**src/rtl/core/assert_macros.svh**
```systemverilog
// assertion macros shared by the key press detector rtl
// no dependencies; each macro checks an implication on the rising clock edge
`ifndef ASSERT_MACROS_SVH
`define ASSERT_MACROS_SVH

// same-cycle implication, disabled while reset is low
`define ASSERT_IMPLIES(label, clk, rst_n, cond, expr) \
    label: assert property (@(posedge clk) disable iff (!rst_n) (cond) |-> (expr)) \
        else $error("assertion failed: same-cycle implication");

// next-cycle implication, disabled while reset is low
`define ASSERT_NEXT(label, clk, rst_n, cond, expr) \
    label: assert property (@(posedge clk) disable iff (!rst_n) (cond) |=> (expr)) \
        else $error("assertion failed: next-cycle implication");

`endif

```
**src/rtl/core/kslp_pkg.sv**
```systemverilog
// types and constants for the key short/long press detector
// no dependencies; used by the interfaces, the config block, the key cells and the top
package kslp_pkg;

    // payload widths of the request and result channels
    localparam int OP_W     = 2;
    localparam int LEVELS_W = 4;
    localparam int INDEX_W  = 2;
    localparam int EVENTS_W = 4;

    // threshold registers
    localparam int THR_W = 16;

    // config port
    localparam int APB_ADDR_W = 4;
    localparam int APB_DATA_W = 32;

    typedef enum logic [OP_W-1:0] {
        OP_TICK      = 2'd0,
        OP_CLR_SHORT = 2'd1,
        OP_CLR_LONG  = 2'd2,
        OP_CLR_ALL   = 2'd3
    } t_op;

    // register indexes (byte address / 4)
    localparam logic [1:0] REG_FILTER_TICKS = 2'd0;
    localparam logic [1:0] REG_LONG_TICKS   = 2'd1;
    localparam logic [1:0] REG_ACTIVE_LEVEL = 2'd2;

    // register reset values
    localparam logic [THR_W-1:0] FILTER_TICKS_RST = 16'd3;
    localparam logic [THR_W-1:0] LONG_TICKS_RST   = 16'd100;
    localparam logic             ACTIVE_LEVEL_RST = 1'b0;

    typedef struct packed {
        logic [THR_W-1:0] filter_ticks;
        logic [THR_W-1:0] long_press_ticks;
        logic             active_level;
    } t_cfg;

    typedef struct packed {
        logic tick;
        logic level;
        logic clr_short;
        logic clr_long;
    } t_key_ctrl;

endpackage

```
**src/rtl/core/kslp_ifs.sv**
```systemverilog
// valid/ready channel interfaces for key requests and press results
// depends on kslp_pkg for payload widths
interface kslp_in_if;
    logic                          valid;
    logic                          ready;
    logic [kslp_pkg::OP_W-1:0]     op;
    logic [kslp_pkg::LEVELS_W-1:0] key_levels;
    logic [kslp_pkg::INDEX_W-1:0]  key_index;

    modport source (output valid, output op, output key_levels, output key_index,
                    input ready);
    modport sink   (input valid, input op, input key_levels, input key_index,
                    output ready);
endinterface

interface kslp_out_if;
    logic                          valid;
    logic                          ready;
    logic [kslp_pkg::EVENTS_W-1:0] short_events;
    logic [kslp_pkg::EVENTS_W-1:0] long_events;

    modport source (output valid, output short_events, output long_events,
                    input ready);
    modport sink   (input valid, input short_events, input long_events,
                    output ready);
endinterface

```
**src/rtl/core/kslp_cfg_regs.sv**
```systemverilog
// apb-style configuration registers: filter time, long press time, active level
// depends on kslp_pkg
module kslp_cfg_regs (
    input  logic                            i_clk,
    input  logic                            i_rst_n,
    input  logic                            psel,
    input  logic                            penable,
    input  logic                            pwrite,
    input  logic [kslp_pkg::APB_ADDR_W-1:0] paddr,
    input  logic [kslp_pkg::APB_DATA_W-1:0] pwdata,
    output logic [kslp_pkg::APB_DATA_W-1:0] prdata,
    output logic                            pready,
    output kslp_pkg::t_cfg                  o_cfg
);

    logic [kslp_pkg::THR_W-1:0] r_filter_ticks;
    logic [kslp_pkg::THR_W-1:0] r_long_ticks;
    logic                       r_active_level;
    logic [1:0]                 w_index;
    logic                       w_write;

    assign pready  = 1'b1;
    assign w_index = paddr[3:2];
    assign w_write = psel && penable && pwrite && pready;

    always_ff @(posedge i_clk) begin
        if (!i_rst_n) begin
            r_filter_ticks <= kslp_pkg::FILTER_TICKS_RST;
            r_long_ticks   <= kslp_pkg::LONG_TICKS_RST;
            r_active_level <= kslp_pkg::ACTIVE_LEVEL_RST;
        end else if (w_write) begin
            case (w_index)
                kslp_pkg::REG_FILTER_TICKS: r_filter_ticks <= pwdata[kslp_pkg::THR_W-1:0];
                kslp_pkg::REG_LONG_TICKS:   r_long_ticks   <= pwdata[kslp_pkg::THR_W-1:0];
                kslp_pkg::REG_ACTIVE_LEVEL: r_active_level <= pwdata[0];
                default: ;
            endcase
        end
    end

    always_comb begin
        case (w_index)
            kslp_pkg::REG_FILTER_TICKS: prdata = kslp_pkg::APB_DATA_W'(r_filter_ticks);
            kslp_pkg::REG_LONG_TICKS:   prdata = kslp_pkg::APB_DATA_W'(r_long_ticks);
            kslp_pkg::REG_ACTIVE_LEVEL: prdata = kslp_pkg::APB_DATA_W'(r_active_level);
            default:                    prdata = '0;
        endcase
    end

    assign o_cfg.filter_ticks     = r_filter_ticks;
    assign o_cfg.long_press_ticks = r_long_ticks;
    assign o_cfg.active_level     = r_active_level;

endmodule

```
**src/rtl/core/kslp_key_cell.sv**
```systemverilog
// per-key state: last level, run and hold counters, sticky short and long flags
// depends on kslp_pkg and assert_macros.svh
`include "assert_macros.svh"

module kslp_key_cell #(
    parameter int COUNT_WIDTH = 16
) (
    input  logic                i_clk,
    input  logic                i_rst_n,
    input  kslp_pkg::t_cfg      i_cfg,
    input  kslp_pkg::t_key_ctrl i_ctrl,
    output logic                o_short_flag,
    output logic                o_long_flag
);

    localparam int CMP_W = COUNT_WIDTH + kslp_pkg::THR_W;
    localparam logic [COUNT_WIDTH-1:0] CNT_MAX = {COUNT_WIDTH{1'b1}};

    logic                   r_prev;
    logic [COUNT_WIDTH-1:0] r_run;
    logic [COUNT_WIDTH-1:0] r_hold;
    logic                   r_short;
    logic                   r_long;

    logic                   n_prev;
    logic [COUNT_WIDTH-1:0] n_run;
    logic [COUNT_WIDTH-1:0] n_hold;
    logic                   n_short;
    logic                   n_long;

    logic [COUNT_WIDTH-1:0] w_run_inc;
    logic [COUNT_WIDTH-1:0] w_hold_inc;

    assign w_run_inc  = (r_run == CNT_MAX) ? r_run : r_run + COUNT_WIDTH'(1);
    assign w_hold_inc = (r_hold == CNT_MAX) ? r_hold : r_hold + COUNT_WIDTH'(1);

    always_comb begin
        n_prev  = r_prev;
        n_run   = r_run;
        n_hold  = r_hold;
        n_short = r_short;
        n_long  = r_long;
        if (i_ctrl.tick) begin
            n_prev = i_ctrl.level;
            if (r_prev == i_ctrl.level) begin
                n_run  = w_run_inc;
                n_hold = w_hold_inc;
                if (i_ctrl.level == i_cfg.active_level &&
                    CMP_W'(w_hold_inc) >= CMP_W'(i_cfg.long_press_ticks)) begin
                    // long press: restart hold count, skew run so release gives no short
                    n_run  = COUNT_WIDTH'(1);
                    n_hold = '0;
                    n_long = 1'b1;
                end
            end else begin
                if (r_prev == i_cfg.active_level && r_run == r_hold &&
                    CMP_W'(r_run) >= CMP_W'(i_cfg.filter_ticks)) begin
                    n_short = 1'b1;
                end
                n_run  = '0;
                n_hold = '0;
            end
        end
        if (i_ctrl.clr_short) begin
            n_short = 1'b0;
        end
        if (i_ctrl.clr_long) begin
            n_long = 1'b0;
        end
    end

    always_ff @(posedge i_clk) begin
        if (!i_rst_n) begin
            r_prev  <= ~kslp_pkg::ACTIVE_LEVEL_RST;
            r_run   <= '0;
            r_hold  <= '0;
            r_short <= 1'b0;
            r_long  <= 1'b0;
        end else begin
            r_prev  <= n_prev;
            r_run   <= n_run;
            r_hold  <= n_hold;
            r_short <= n_short;
            r_long  <= n_long;
        end
    end

    assign o_short_flag = r_short;
    assign o_long_flag  = r_long;

    // a single tick can end a press or extend it, never both
    `ASSERT_NEXT(a_no_dual_event, i_clk, i_rst_n, i_ctrl.tick, !($rose(r_short) && $rose(r_long)))
    // tick always records the sampled level
    `ASSERT_NEXT(a_prev_follows, i_clk, i_rst_n, i_ctrl.tick, r_prev == $past(i_ctrl.level))
    // after a long press the counters disagree, so the release cannot be a short press
    `ASSERT_IMPLIES(a_long_skews, i_clk, i_rst_n, $rose(r_long), r_run != r_hold)

endmodule

```
**src/rtl/core/key_short_long_press_detector.sv**
```systemverilog
// top level of the key short/long press detector: input stage, key cells, result stage
// depends on kslp_pkg, kslp_ifs, kslp_cfg_regs, kslp_key_cell and assert_macros.svh
//
// Short/long key press detector for NUM_KEYS keys. Each request on in_ch is
// either a sample tick (op 0, raw key levels in key_levels) or a flag clear
// (op 1 clears the short flag of key_index, op 2 its long flag, op 3 all
// flags). Every request yields exactly one result on out_ch with the sticky
// short and long press flags after that request. The block takes one request
// per clock cycle while out_ch takes its results; while a result waits to be
// taken, the input stage holds one request and takes no more. A request is
// registered in the input stage, then once the result slot is free every key
// cell does its counter increment, threshold compare and flag update in one
// pass, and the updated flag registers are the result. The per-key saturating
// counter add and the compare against the 16-bit thresholds set the cycle.
// Thresholds and the active level sit in three registers on the 32-bit
// apb-style port at byte addresses 0 (filter_ticks), 4 (long_press_ticks) and
// 8 (active_level); they are meant to be written while the block is idle. Keys
// above the fourth see a constant low level and do not show on the 4-bit result
// fields. No memory, no clearing pass after reset.
`include "assert_macros.svh"

module key_short_long_press_detector #(
    parameter int NUM_KEYS    = 4,
    parameter int COUNT_WIDTH = 16
) (
    input  logic                            i_clk,
    input  logic                            i_rst_n,
    kslp_in_if.sink                         in_ch,
    kslp_out_if.source                      out_ch,
    input  logic                            psel,
    input  logic                            penable,
    input  logic                            pwrite,
    input  logic [kslp_pkg::APB_ADDR_W-1:0] paddr,
    input  logic [kslp_pkg::APB_DATA_W-1:0] pwdata,
    output logic [kslp_pkg::APB_DATA_W-1:0] prdata,
    output logic                            pready
);

    // input stage
    logic                            r_in_valid;
    kslp_pkg::t_op                   r_op;
    logic [kslp_pkg::LEVELS_W-1:0]   r_levels;
    logic [kslp_pkg::INDEX_W-1:0]    r_index;

    // result stage valid; payload is the key cells' flag registers
    logic                            r_out_valid;

    logic                            w_advance;
    kslp_pkg::t_cfg                  w_cfg;
    logic [NUM_KEYS-1:0]             w_short;
    logic [NUM_KEYS-1:0]             w_long;

    // the request moves into the key cells when the result slot is free
    assign w_advance   = r_in_valid && (!r_out_valid || out_ch.ready);
    assign in_ch.ready = !r_in_valid || w_advance;

    always_ff @(posedge i_clk) begin
        if (!i_rst_n) begin
            r_in_valid  <= 1'b0;
            r_out_valid <= 1'b0;
        end else begin
            if (in_ch.ready) begin
                r_in_valid <= in_ch.valid;
            end
            if (w_advance) begin
                r_out_valid <= 1'b1;
            end else if (out_ch.ready) begin
                r_out_valid <= 1'b0;
            end
        end
    end

    // payload of the input stage, no reset needed
    always_ff @(posedge i_clk) begin
        if (in_ch.valid && in_ch.ready) begin
            r_op     <= kslp_pkg::t_op'(in_ch.op);
            r_levels <= in_ch.key_levels;
            r_index  <= in_ch.key_index;
        end
    end

    kslp_cfg_regs u_cfg (
        .i_clk   (i_clk),
        .i_rst_n (i_rst_n),
        .psel    (psel),
        .penable (penable),
        .pwrite  (pwrite),
        .paddr   (paddr),
        .pwdata  (pwdata),
        .prdata  (prdata),
        .pready  (pready),
        .o_cfg   (w_cfg)
    );

    for (genvar k = 0; k < NUM_KEYS; k++) begin : g_key
        kslp_pkg::t_key_ctrl w_ctrl;

        // keys above the input field width read a low level
        if (k < kslp_pkg::LEVELS_W) begin : g_level
            assign w_ctrl.level = r_levels[k];
        end else begin : g_no_level
            assign w_ctrl.level = 1'b0;
        end

        assign w_ctrl.tick      = w_advance && (r_op == kslp_pkg::OP_TICK);
        // single-key clears only hit a key the index can name
        assign w_ctrl.clr_short = w_advance &&
            ((r_op == kslp_pkg::OP_CLR_SHORT && 32'(r_index) == k) ||
             r_op == kslp_pkg::OP_CLR_ALL);
        assign w_ctrl.clr_long  = w_advance &&
            ((r_op == kslp_pkg::OP_CLR_LONG && 32'(r_index) == k) ||
             r_op == kslp_pkg::OP_CLR_ALL);

        kslp_key_cell #(
            .COUNT_WIDTH (COUNT_WIDTH)
        ) u_cell (
            .i_clk        (i_clk),
            .i_rst_n      (i_rst_n),
            .i_cfg        (w_cfg),
            .i_ctrl       (w_ctrl),
            .o_short_flag (w_short[k]),
            .o_long_flag  (w_long[k])
        );
    end

    // result fields show the first four keys; missing keys read zero
    for (genvar b = 0; b < kslp_pkg::EVENTS_W; b++) begin : g_evt
        if (b < NUM_KEYS) begin : g_used
            assign out_ch.short_events[b] = w_short[b];
            assign out_ch.long_events[b]  = w_long[b];
        end else begin : g_unused
            assign out_ch.short_events[b] = 1'b0;
            assign out_ch.long_events[b]  = 1'b0;
        end
    end

    assign out_ch.valid = r_out_valid;

    // a request waiting in the input stage is never dropped
    `ASSERT_NEXT(a_in_held, i_clk, i_rst_n, r_in_valid && !w_advance, r_in_valid)
    // every request that reaches the key cells produces a result
    `ASSERT_NEXT(a_adv_result, i_clk, i_rst_n, w_advance, r_out_valid)
    // a result that is not taken stays offered
    `ASSERT_NEXT(a_out_held, i_clk, i_rst_n, out_ch.valid && !out_ch.ready, out_ch.valid)

endmodule
```
**src/flat_wrapper.sv**
```systemverilog
// flat-port wrapper written by rule: the top's interface ports become plain ports
module key_short_long_press_detector_flat 
#(
    parameter int NUM_KEYS    = 4,
    parameter int COUNT_WIDTH = 16
)
  (i_clk, i_rst_n, psel, penable, pwrite, paddr, pwdata, prdata, pready, in_ch_valid, in_ch_op, in_ch_key_levels, in_ch_key_index, in_ch_ready, out_ch_valid, out_ch_short_events, out_ch_long_events, out_ch_ready);
  kslp_in_if in_ch_i ();
  kslp_out_if out_ch_i ();
  input  logic i_clk;
  input  logic i_rst_n;
  input  logic psel;
  input  logic penable;
  input  logic pwrite;
  input  logic [kslp_pkg::APB_ADDR_W-1:0] paddr;
  input  logic [kslp_pkg::APB_DATA_W-1:0] pwdata;
  output logic [kslp_pkg::APB_DATA_W-1:0] prdata;
  output logic pready;
  input wire logic [$bits(in_ch_i.valid)-1:0] in_ch_valid;
  input wire logic [$bits(in_ch_i.op)-1:0] in_ch_op;
  input wire logic [$bits(in_ch_i.key_levels)-1:0] in_ch_key_levels;
  input wire logic [$bits(in_ch_i.key_index)-1:0] in_ch_key_index;
  output wire logic [$bits(in_ch_i.ready)-1:0] in_ch_ready;
  output wire logic [$bits(out_ch_i.valid)-1:0] out_ch_valid;
  output wire logic [$bits(out_ch_i.short_events)-1:0] out_ch_short_events;
  output wire logic [$bits(out_ch_i.long_events)-1:0] out_ch_long_events;
  input wire logic [$bits(out_ch_i.ready)-1:0] out_ch_ready;
  assign in_ch_i.valid = in_ch_valid;
  assign in_ch_i.op = in_ch_op;
  assign in_ch_i.key_levels = in_ch_key_levels;
  assign in_ch_i.key_index = in_ch_key_index;
  assign in_ch_ready = in_ch_i.ready;
  assign out_ch_valid = out_ch_i.valid;
  assign out_ch_short_events = out_ch_i.short_events;
  assign out_ch_long_events = out_ch_i.long_events;
  assign out_ch_i.ready = out_ch_ready;
  key_short_long_press_detector #(.NUM_KEYS(NUM_KEYS), .COUNT_WIDTH(COUNT_WIDTH)) u_core (.i_clk(i_clk), .i_rst_n(i_rst_n), .in_ch(in_ch_i), .out_ch(out_ch_i), .psel(psel), .penable(penable), .pwrite(pwrite), .paddr(paddr), .pwdata(pwdata), .prdata(prdata), .pready(pready));
endmodule
```
**config.mk**
```make
export PLATFORM = sky130hd
export DESIGN_NAME = key_short_long_press_detector_flat
export DESIGN_NICKNAME = d
export VERILOG_FILES = /design/src/rtl/core/kslp_pkg.sv /design/src/rtl/core/kslp_ifs.sv /design/src/rtl/core/kslp_cfg_regs.sv /design/src/rtl/core/kslp_key_cell.sv /design/src/rtl/core/key_short_long_press_detector.sv /design/src/flat_wrapper.sv
export VERILOG_INCLUDE_DIRS = /design/src /design/src/rtl/core
export SDC_FILE = /design/constraint.sdc
export NUM_CORES = 1
export LEC_CHECK = 0
export ABC_AREA = 1
export BUFFER_PORTS_ARGS = -buffer_cell sky130_fd_sc_hd__buf_2
export CAP_MARGIN = 20
export CORE_MARGIN = 1.5
export CORE_UTILIZATION = 35
export CTS_BUF_LIST = sky130_fd_sc_hd__clkbuf_16
export CTS_CLUSTER_DIAMETER = 200
export DETAILED_ROUTE_END_ITERATION = 7
export GPL_TIMING_DRIVEN = 0
export PLACE_DENSITY = 0.56
export SKIP_CTS_REPAIR_TIMING = 1
export SLEW_MARGIN = 15
export SYNTH_ARGS = -nofsm -noshare
export SYNTH_HDL_FRONTEND = slang
export SYNTH_SLANG_ARGS = --single-unit
```
**constraint.sdc**
```tcl
create_clock -name i_clk -period 3.4 [get_ports i_clk]
set_input_delay 1.02 -clock i_clk [delete_from_list [all_inputs] [get_ports i_clk]]
set_output_delay 1.02 -clock i_clk [all_outputs]
set_load 0.01 [all_outputs]
```
==> metrics.md, run 1 <==
| Metric | Value |
|---|---|
| Post-DP HPWL | `37.53 mm` |
| Synth Instances | `2173` |
| Worst hold path class | `flop to flop` |
| Synth Area in Adders | `11.78%` |
| IO buf count | `58` |
| Vias in the first global route | `13200` |
| Complex-gate fraction of the synthesized area | `11.76%` |
| Largest net degree at the start of global routing | `22` |
| Multi-input gate area | `0.009479 mm^2` |
| Area growth syn-to-layout | `15.73%` |
| DRC | `0` |
| Core area | `0.04074 mm^2` |
| Slew Limit Fails | `0` |
| Maximum clock path buffer count | `2` |
| Total gr overflow | `0` |
| Most used DFF post-synth | `dfxtp_1` |
| Synthesized area per cell | `6.646 um^2` |
| Asr flop ratio synth | `0%` |
| Leak | `7.715 nW` |
| Vias per std cell | `5.105` |
| Final period util | `98.41%` |
| Setup_tns | `0 ns` |
| EDFF count, synth | `8` |
| Critical Path RT | `2.38 ns` |
| Vias | `14480` |
| Synth Area in Simple Gates | `31.76%` |
| Initial DRC Count | `1082` |
| Crit. End Element | `primary output` |
| Register Area | `0.003772 mm^2` |
| Fillcell total | `4307` |
| Hold path cells | `2` |
| R2R depth | `22` |
| Slew HR | `29.72%` |
| DR pass1 iterations | `5` |
| Worst-path maximum fanout | `10` |
| Worst-path clk slew | `0.08 ns` |
| CTS Buf Count | `17` |
| XOR/XNOR share of the synthesized area | `7.762%` |
| I/O Pins | `94` |
| Pwr/cell area | `290.7 mW/mm^2` |
| Status | `finished, final reports clean` |
| Post-synthesis mux area share | `0%` |
| DRT antenna net count | `0` |
| Antenna violations before repair | `0` |
| Max Clk Rate | `298.9 MHz` |
| #FFs+latches synth | `183` |
| Clk_lat worst skew | `0.48 ns` |
| GRT Overall Usage | `24.07%` |
| Cell variety after synth | `50` |
| TritonCTS clock tree | `built` |
| Die X | `206.1 um` |
| # setup viols final | `0` |
| Slew @ Worst Pin | `1.054 ns` |
| First-pass GRT wire length | `76.36 mm` |
| H-tree depth | `4` |
| Main combinational cell family by area after synthesis | `simple AND/OR/NAND/NOR gates` |
| Skew final | `0.01251 ns` |
| Peak supply drop | `0.2314 mV` |
| Placed cell areas | `0.01545 mm^2` |
| Clk sink count | `183` |
| Starting density of the core | `35.45%` |
| Synth Cell Area | `0.01444 mm^2` |
| Post-route cell area | `0.01671 mm^2` |
| Crit Path Class | `primary input to primary output` |
| Synth warn | `0` |
| Endpoints failing hold | `0` |
| Die area | `0.04249 mm^2` |
| # rows | `74` |
| Fin crit period | `3.346 ns` |
| Sequential share of the synthesized area | `25.92%` |
| Die extent in y | `206.1 um` |
| Nature of the critical path startpoint | `primary input` |
| Root buffer cell | `clkbuf_16` |
| Final net count | `2478` |
| WP data arrival | `2.33 ns` |
| GP Congestion | `0.9349` |
| Routed WL | `51.07 mm` |
| N_diodes | `0` |
| DR WL/cell | `18.01 um` |
| Maxcap violations | `0` |
| Share of layout cells above drive strength 1 | `14.50%` |
[cells in the final DEF, fill, tap and decap left out, types with 9 or more instances in the layout]
cell       Yosys  routed
nand3_2       11      10
nor2_2        17      16
nor2_1       196     189
nor3_1        48      48
xor2_1        93      91
inv_1        228     226
o21ai_0       71      69
nand3_1      113     112
conb_1         2      17
clkbuf_1      42      36
a21oi_2       12      12
nor2_4         6      14
o22ai_1       15      15
clkbuf_16      0      18
o211ai_1       9       9
buf_6          5      14
ha_1         136     130
buf_2         30      84
xnor2_1       35      35
nand2_1      552     535
nand4_1       62      62
a21oi_1      196     195
nand2_2       14      22
buf_4         29      51
inv_2         20      21
dfxtp_1      175     166
[layout make-up]
type,instances,area share [%]
buffer,109,4.042
clock buffer,17,2.545
clock inverter,15,1.205
inverter,254,5.719
multi-input combinational,1638,56.71
sequential,183,22.57
tap,532,3.982
timing repair buffer,88,3.226
[power by group]
| group | internal (W) | total, W | switching (W) |
|---|---|---|---|
| logic | 0.000162 | 0.000509 | 0.000347 |
| clock network | 0.00101 | 0.00213 | 0.00112 |
| registers | 0.00218 | 0.00222 | 0.0000360 |
| total | 0.00335 | 0.00486 | 0.00151 |
[flip-flops by register name, indices dropped and copies added, names as in the netlist]
name                              cells
u_core.u_cfg.r_long_ticks            16
u_core.r_index                        2
u_core.g_key.u_cell.r_prev            4
u_core.g_key.u_cell.r_run            64
u_core.u_cfg.r_filter_ticks          16
u_core.u_cfg.r_active_level           1
u_core.r_levels                       4
u_core.out_ch.valid                   1
u_core.g_key.u_cell.o_long_flag       4
u_core.r_in_valid                     1
u_core.g_key.u_cell.r_hold           64
u_core.r_op                           2
u_core.g_key.u_cell.o_short_flag      4
[logic make-up after synthesis]
kind of cell	after synthesis
and+or+nand+nor	1041
buffers and inverters	367
AOI/OAI and AO/OA	316
DFF	183
adders and majority gates	136
xor gates and xnor gates	128
other	2
[per-layer routing]
metal	GRT usage [%]	routed length [um]	vias up
met3	3.201	3103	97
met4	10.38	1975	0
li1	-	-	7266
met5	0	0	-
met2	38.69	22970	452
met1	32.17	23020	6663
[critical path, cell delays in order]
cell      delay [ns]
buf_2           0.14
nor2_1          0.08
inv_1           0.24
clkbuf_1        0.42
o22ai_1         0.22
buf_2           0.20
[per-stage QoR]
step | setup slack (ns) | instances | util, % | total power, W | hold slack, ns
CTS | -0.3532 | 2810 | 39.47 | 0.004874 | 0.4525
finish | 0.05397 | 2836 | 41.03 | 0.004859 | 0.4534
global route | -0.07832 | 2836 | 41.03 | 0.005005 | 0.4677
floorplan | 0.4910 | 2188 | - | 0.002569 | 0.4257
detailed placement | -0.3222 | 2778 | 37.94 | 0.002752 | 0.4416
global placement | -0.2660 | 2778 | 37.94 | 0.002745 | 0.4394
[synth_stat cells (6+ instances only)]
cell	n	area (um^2)
nand2_1	552	2072
inv_1	228	855.8
a21oi_1	196	980.9
nor2_1	196	735.7
dfxtp_1	175	3503
ha_1	136	1702
nand3_1	113	565.5
xor2_1	93	814.5
o21ai_0	71	355.3
nand4_1	62	387.9
nor3_1	48	240.2
clkbuf_1	42	157.7
xnor2_1	35	306.5
buf_2	30	150.1
buf_4	29	217.7
inv_2	20	75.07
nor2_2	17	106.4
o22ai_1	15	93.84
nand2_2	14	87.58
a21oi_2	12	105.1
nand3_2	11	110.1
o211ai_1	9	67.56
edfxtp_1	8	240.2
clkinv_1	6	22.52
nor2_4	6	67.56
[final timing paths]
kind	start	end	slack, ns
max	paddr[3]	prdata[12]	0.05
min	u_core.g_key[0].u_cell.o_long_flag	u_core.g_key[0].u_cell.o_long_flag	0.45
max reg2reg	u_core.g_key[2].u_cell.r_hold[1]	u_core.g_key[2].u_cell.r_run[0]	0.19
min reg2reg	u_core.g_key[0].u_cell.o_long_flag	u_core.g_key[0].u_cell.o_long_flag	0.45
Note: power is estimated with default switching activity, not from simulation.
==> inputs of run 2 (changes only) <==
--- a/config.mk
+++ b/config.mk
@@ -9,7 +9,7 @@
 export ABC_AREA = 1
 export BUFFER_PORTS_ARGS = -buffer_cell sky130_fd_sc_hd__buf_2
 export CAP_MARGIN = 20
-export CORE_MARGIN = 1.5
+export CORE_MARGIN = 2
 export CORE_UTILIZATION = 35
 export CTS_BUF_LIST = sky130_fd_sc_hd__clkbuf_16
 export CTS_CLUSTER_DIAMETER = 200
@@ -17,7 +17,7 @@
 export GPL_TIMING_DRIVEN = 0
 export PLACE_DENSITY = 0.56
 export SKIP_CTS_REPAIR_TIMING = 1
-export SLEW_MARGIN = 15
+export SLEW_MARGIN = 0
 export SYNTH_ARGS = -nofsm -noshare
 export SYNTH_HDL_FRONTEND = slang
 export SYNTH_SLANG_ARGS = --single-unit
==> metrics.md, run 2 (synthesis gave the netlist of run 1 again) <==
| Metric | Value |
|---|---|
| Status | `finished, final reports clean` |
| Crit path cell chain | `buf_2, nor2_1, inv_1, clkbuf_1, o22ai_1, buf_2` |
| Post-route cell area | `0.01661 mm^2` |
| Die extent in y | `207.1 um` |
| Maximum clock path buffer count | `2` |
| GRT Overall Usage | `23.08%` |
| # setup viols final | `0` |
| Leading cell type in the layout, fill and taps excluded | `nand2_1` |
| Slowest cell on crit path | `clkbuf_1` |
| Hold path cells | `2` |
| Crit-path max cell delay | `0.43 ns` |
| CP dominant cell by count | `buf_2` |
| Final net count | `2477` |
| DRT antenna net count | `0` |
| Leak | `7.701 nW` |
| H-tree depth | `4` |
| Hold Path Sink | `u_core.g_key[0].u_cell.o_long_flag` |
| Total gr overflow | `0` |
| DRC | `0` |
| Pwr/cell area | `292.4 mW/mm^2` |
| Worst Min Path Start | `u_core.g_key[0].u_cell.o_long_flag` |
| Worst R2R Start | `u_core.g_key[2].u_cell.r_hold[2]` |
| Slew Limit Fails | `0` |
| Fin crit period | `3.348 ns` |
| Hold Slack | `0.4537 ns` |
| Placed cell areas | `0.01545 mm^2` |
| FF-to-FF setup slack | `0.15 ns` |
| R2R depth | `19` |
| Die X | `207.1 um` |
| Slew @ Worst Pin | `1.103 ns` |
| Root buffer cell | `clkbuf_16` |
| Worst-path maximum fanout | `10` |
| Slew HR | `26.46%` |
| Commonest non-fill, non-tap cells in the layout | `nand2_1, inv_1, a21oi_1` |
| Crit. End Element | `primary output` |
| Vias | `14520` |
| Max Clk Rate | `298.7 MHz` |
| Critical Path RT | `2.38 ns` |
| Antenna violations before repair | `0` |
| Initial DRC Count | `1127` |
| Crit Path Class | `primary input to primary output` |
| Clk sink count | `183` |
| Routed WL | `50.94 mm` |
| N_diodes | `0` |
| Skew final | `0.01707 ns` |
| Peak supply drop | `0.2979 mV` |
| Worst-path clk slew | `0.08 ns` |
| IO buf count | `58` |
| Final period util | `98.47%` |
| DR pass1 iterations | `6` |
| CTS Buf Count | `17` |
| Die area | `0.04290 mm^2` |
| # rows | `74` |
| Vias in the first global route | `13110` |
| Post-DP HPWL | `37.62 mm` |
| First-pass GRT wire length | `76.69 mm` |
| Share of layout cells above drive strength 1 | `14.11%` |
| Core area | `0.04074 mm^2` |
| Setup_tns | `0 ns` |
| CP top delay family | `buffers and inverters` |
| Biggest regs | `u_core.g_key.u_cell.r_hold (64), u_core.g_key.u_cell.r_run (64)` |
| DR WL/cell | `17.97 um` |
| Clk_lat worst skew | `0.46 ns` |
| Maxcap violations | `0` |
| Endpoints failing hold | `0` |
| Vias per std cell | `5.120` |
| WP data arrival | `2.33 ns` |
| WP buf/inv | `4` |
| Nature of the critical path startpoint | `primary input` |
| Starting density of the core | `35.45%` |
| Worst hold path class | `flop to flop` |
| Largest net degree at the start of global routing | `22` |
| Reg2reg end | `u_core.g_key[2].u_cell.r_run[12]` |
| TritonCTS clock tree | `built` |
| I/O Pins | `94` |
| Area growth syn-to-layout | `15.02%` |
| GP Congestion | `0.9349` |
[run 2: worst max-delay path by stage]
stage	startpoint	depth (start not counted)	slack, ns	endpoint
5_1_grt	u_core.g_key[3].u_cell.r_hold[0]	25	-0.06	u_core.g_key[3].u_cell.r_hold[7]
4_1_cts	u_core.g_key[1].u_cell.r_hold[1]	25	-0.33	u_core.g_key[1].u_cell.r_run[15]
6_report	paddr[2]	6	0.05	prdata[12]
3_3_place_gp	u_core.g_key[3].u_cell.r_hold[0]	25	-0.29	u_core.g_key[3].u_cell.r_hold[8]
3_5_place_dp	u_core.g_key[1].u_cell.r_hold[1]	25	-0.31	u_core.g_key[1].u_cell.r_run[15]
2_1_floorplan	u_core.g_key[3].u_cell.r_hold[1]	25	0.49	u_core.g_key[3].u_cell.r_hold[13]
[run 2: cell type report]
type / instances / area, um^2
plain buffers: 109 / 670.6
clock buffers: 17 / 425.4
clock inverters: 15 / 196.4
fillers: 4300 / 24130
inverters: 254 / 953.4
multi-input cells: 1638 / 9379
flip-flops and latches: 183 / 3774
well taps: 532 / 665.6
repair buffers: 87 / 548.0
[run 2: per-layer routing]
layer | GRT usage (%) | part of all wire (%)
met1 | 31.17 | 45
met3 | 3.836 | 6.3
met2 | 37.47 | 46
met4 | 7.365 | 2.6
met5 | 0 | 0
[run 2: worst reg2reg max path, stage by stage, from the launching register on]
cell and delay [ns]:
dfxtp_1 0.46, nand2_1 0.09, nor2_1 0.31, nand2_1 0.19, nor2_2 0.15, nand4_1 0.16, or2_0 0.24, nand3_1 0.10
ha_1 0.25, a21oi_1 0.16, o21ai_0 0.10, a21oi_1 0.22, nand2_4 0.11, nand2_4 0.13, nand2_8 0.09, nand2_4 0.11
buf_8 0.15, nand2_1 0.06, nand2_1 0.06, nor2_1 0.04
[run 2: power breakdown]
| part | total [W] | switching, W | internal (W) |
|---|---|---|---|
| clock network | 0.00214 | 0.00112 | 0.00102 |
| logic | 0.000504 | 0.000344 | 0.000160 |
| registers | 0.00222 | 0.0000363 | 0.00218 |
| total | 0.00486 | 0.00150 | 0.00336 |
[run 2: stage by stage]
| stage | instances | worst slack (ns) | total power (W) | util [%] |
|---|---|---|---|---|
| 2_1_floorplan | 2188 | 0.4910 | 0.002569 | - |
| 3_3_place_gp | 2778 | -0.2921 | 0.002744 | 37.94 |
| 3_5_place_dp | 2778 | -0.3120 | 0.002752 | 37.94 |
| 4_1_cts | 2810 | -0.3313 | 0.004871 | 39.46 |
| 5_1_grt | 2835 | -0.05793 | 0.005030 | 40.78 |
| 6_report | 2835 | 0.05195 | 0.004857 | 40.78 |
==> inputs of run 3 (changes only) <==
--- a/config.mk
+++ b/config.mk
@@ -9,13 +9,15 @@
 export ABC_AREA = 1
 export BUFFER_PORTS_ARGS = -buffer_cell sky130_fd_sc_hd__buf_2
 export CAP_MARGIN = 20
-export CORE_MARGIN = 2
+export CELL_PAD_IN_SITES_DETAIL_PLACEMENT = 0
+export CELL_PAD_IN_SITES_GLOBAL_PLACEMENT = 1
+export CORE_MARGIN = 4
 export CORE_UTILIZATION = 35
 export CTS_BUF_LIST = sky130_fd_sc_hd__clkbuf_16
 export CTS_CLUSTER_DIAMETER = 200
 export DETAILED_ROUTE_END_ITERATION = 7
 export GPL_TIMING_DRIVEN = 0
-export PLACE_DENSITY = 0.56
+export PLACE_DENSITY = 0.71
 export SKIP_CTS_REPAIR_TIMING = 1
 export SLEW_MARGIN = 0
 export SYNTH_ARGS = -nofsm -noshare
==> metrics.md, run 3 (synthesis gave the netlist of run 1 again) <==
| Metric | Value |
|---|---|
| Commonest non-fill, non-tap cells in the layout | `nand2_1, inv_1, a21oi_1` |
| Critical Path RT | `2.38 ns` |
| CP dominant cell by count | `buf_2` |
| Share of layout cells above drive strength 1 | `14.62%` |
| GP Congestion | `0.9009` |
| First-pass GRT wire length | `78.02 mm` |
| Skew final | `0.01139 ns` |
| Crit. End Element | `primary output` |
| DRC | `0` |
| Largest net degree at the start of global routing | `22` |
| Leak | `7.748 nW` |
| I/O Pins | `94` |
| Slew Limit Fails | `0` |
| Antenna violations before repair | `0` |
| Placed cell areas | `0.01545 mm^2` |
| Worst-path maximum fanout | `10` |
| Worst hold path class | `flop to flop` |
| N_diodes | `0` |
| Max Clk Rate | `310.7 MHz` |
| Status | `finished, final reports clean` |
| Crit path cell chain | `buf_2, nor2_1, inv_1, clkbuf_1, o22ai_1, buf_2` |
| Core area | `0.04083 mm^2` |
| DR WL/cell | `18.53 um` |
| Die extent in y | `211.1 um` |
| # rows | `74` |
| TritonCTS clock tree | `built` |
| Root buffer cell | `clkbuf_16` |
| Starting density of the core | `35.37%` |
| Post-DP HPWL | `38.98 mm` |
| Pwr/cell area | `292.0 mW/mm^2` |
| Worst-path clk slew | `0.08 ns` |
| Biggest regs | `u_core.g_key.u_cell.r_hold (64), u_core.g_key.u_cell.r_run (64)` |
| Vias in the first global route | `13050` |
| DR pass1 iterations | `7` |
| Vias per std cell | `5.078` |
| Nature of the critical path startpoint | `primary input` |
| Peak supply drop | `0.3482 mV` |
| Die X | `211.1 um` |
| Leading cell type in the layout, fill and taps excluded | `nand2_1` |
| Fillcell total | `4332` |
| # setup viols final | `0` |
| Slew HR | `27.61%` |
| Maximum clock path buffer count | `2` |
| Final period util | `94.67%` |
| Total gr overflow | `0` |
| Crit-path max cell delay | `0.37 ns` |
| WP data arrival | `2.20 ns` |
| Clk_lat worst skew | `0.47 ns` |
| Slowest cell on crit path | `clkbuf_1` |
| Clk sink count | `183` |
| CTS Buf Count | `17` |
| Routed WL | `52.57 mm` |
| Final net count | `2479` |
| Fin crit period | `3.219 ns` |
| Final total power | `0.004890 W` |
| Crit Path Class | `primary input to primary output` |
| Maxcap violations | `0` |
| GRT Overall Usage | `22.89%` |
| IO buf count | `58` |
| Endpoints failing hold | `0` |
| Die area | `0.04458 mm^2` |
| DRT antenna net count | `0` |
| Area growth syn-to-layout | `15.97%` |
| Slew @ Worst Pin | `1.086 ns` |
| Vias | `14410` |
| Final core occ | `41.02%` |
| Post-route cell area | `0.01675 mm^2` |
| Initial DRC Count | `1242` |
| H-tree depth | `4` |
[run 3: worst paths after layout]
check                           slack (ns)                            endpoint  depth (start not counted)                               start
worst max-delay path                  0.18                          prdata[14]                          6                            paddr[2]
worst min-delay path                  0.46  u_core.g_key[0].u_cell.o_long_flag                          2  u_core.g_key[0].u_cell.o_long_flag
worst min register to register        0.46  u_core.g_key[0].u_cell.o_long_flag                          2  u_core.g_key[0].u_cell.o_long_flag
worst max register to register        0.20   u_core.g_key[2].u_cell.r_hold[12]                         18    u_core.g_key[2].u_cell.r_hold[0]
[run 3: layer usage]
layer | up-vias | track usage [%] | share of wire [%]
li1 | 7258 | - | -
met4 | 0 | 6.796 | 2.9
met1 | 6694 | 30.84 | 45
met3 | 67 | 3.193 | 5.6
met2 | 388 | 38.23 | 47
met5 | - | 0 | 0
[run 3: worst max-delay path, delay by kind of cell]
family | cells | cell delay, ns
buf+inv | 4 | 0.93
simple gates | 1 | 0.07
compound gates | 1 | 0.17
[run 3: final cells by class]
cell class / count / area (um^2) / share of cell area (%)
Timing Repair Buffer: 91 / 590.6 / 3.526
Buffer: 107 / 669.4 / 3.997
Inverter: 254 / 955.9 / 5.707
Sequential cell: 183 / 3772 / 22.52
Clock buffer: 18 / 450.4 / 2.689
Tap cell: 532 / 665.6 / 3.974
Multi-Input combinational cell: 1638 / 9452 / 56.43
Clock inverter: 14 / 192.7 / 1.150
[run 3: power breakdown]
group	internal [W]	total (W)	switching (W)
sequential	0.00218	0.00222	0.0000369
combinational	0.000160	0.000509	0.000348
clock	0.00105	0.00216	0.00111
[run 3: metrics by stage]
stage / std cells / setup slack [ns] / hold WS, ns / TNS [ns]
CTS: 2810 / -0.3727 / 0.4591 / -19.37
global route: 2837 / -0.03296 / 0.4756 / -0.1882
floorplan: 2188 / 0.4910 / 0.4257 / 0
global placement: 2778 / -0.3432 / 0.4433 / -16.52
detailed placement: 2778 / -0.3389 / 0.4473 / -16.07
finish: 2837 / 0.1812 / 0.4559 / 0
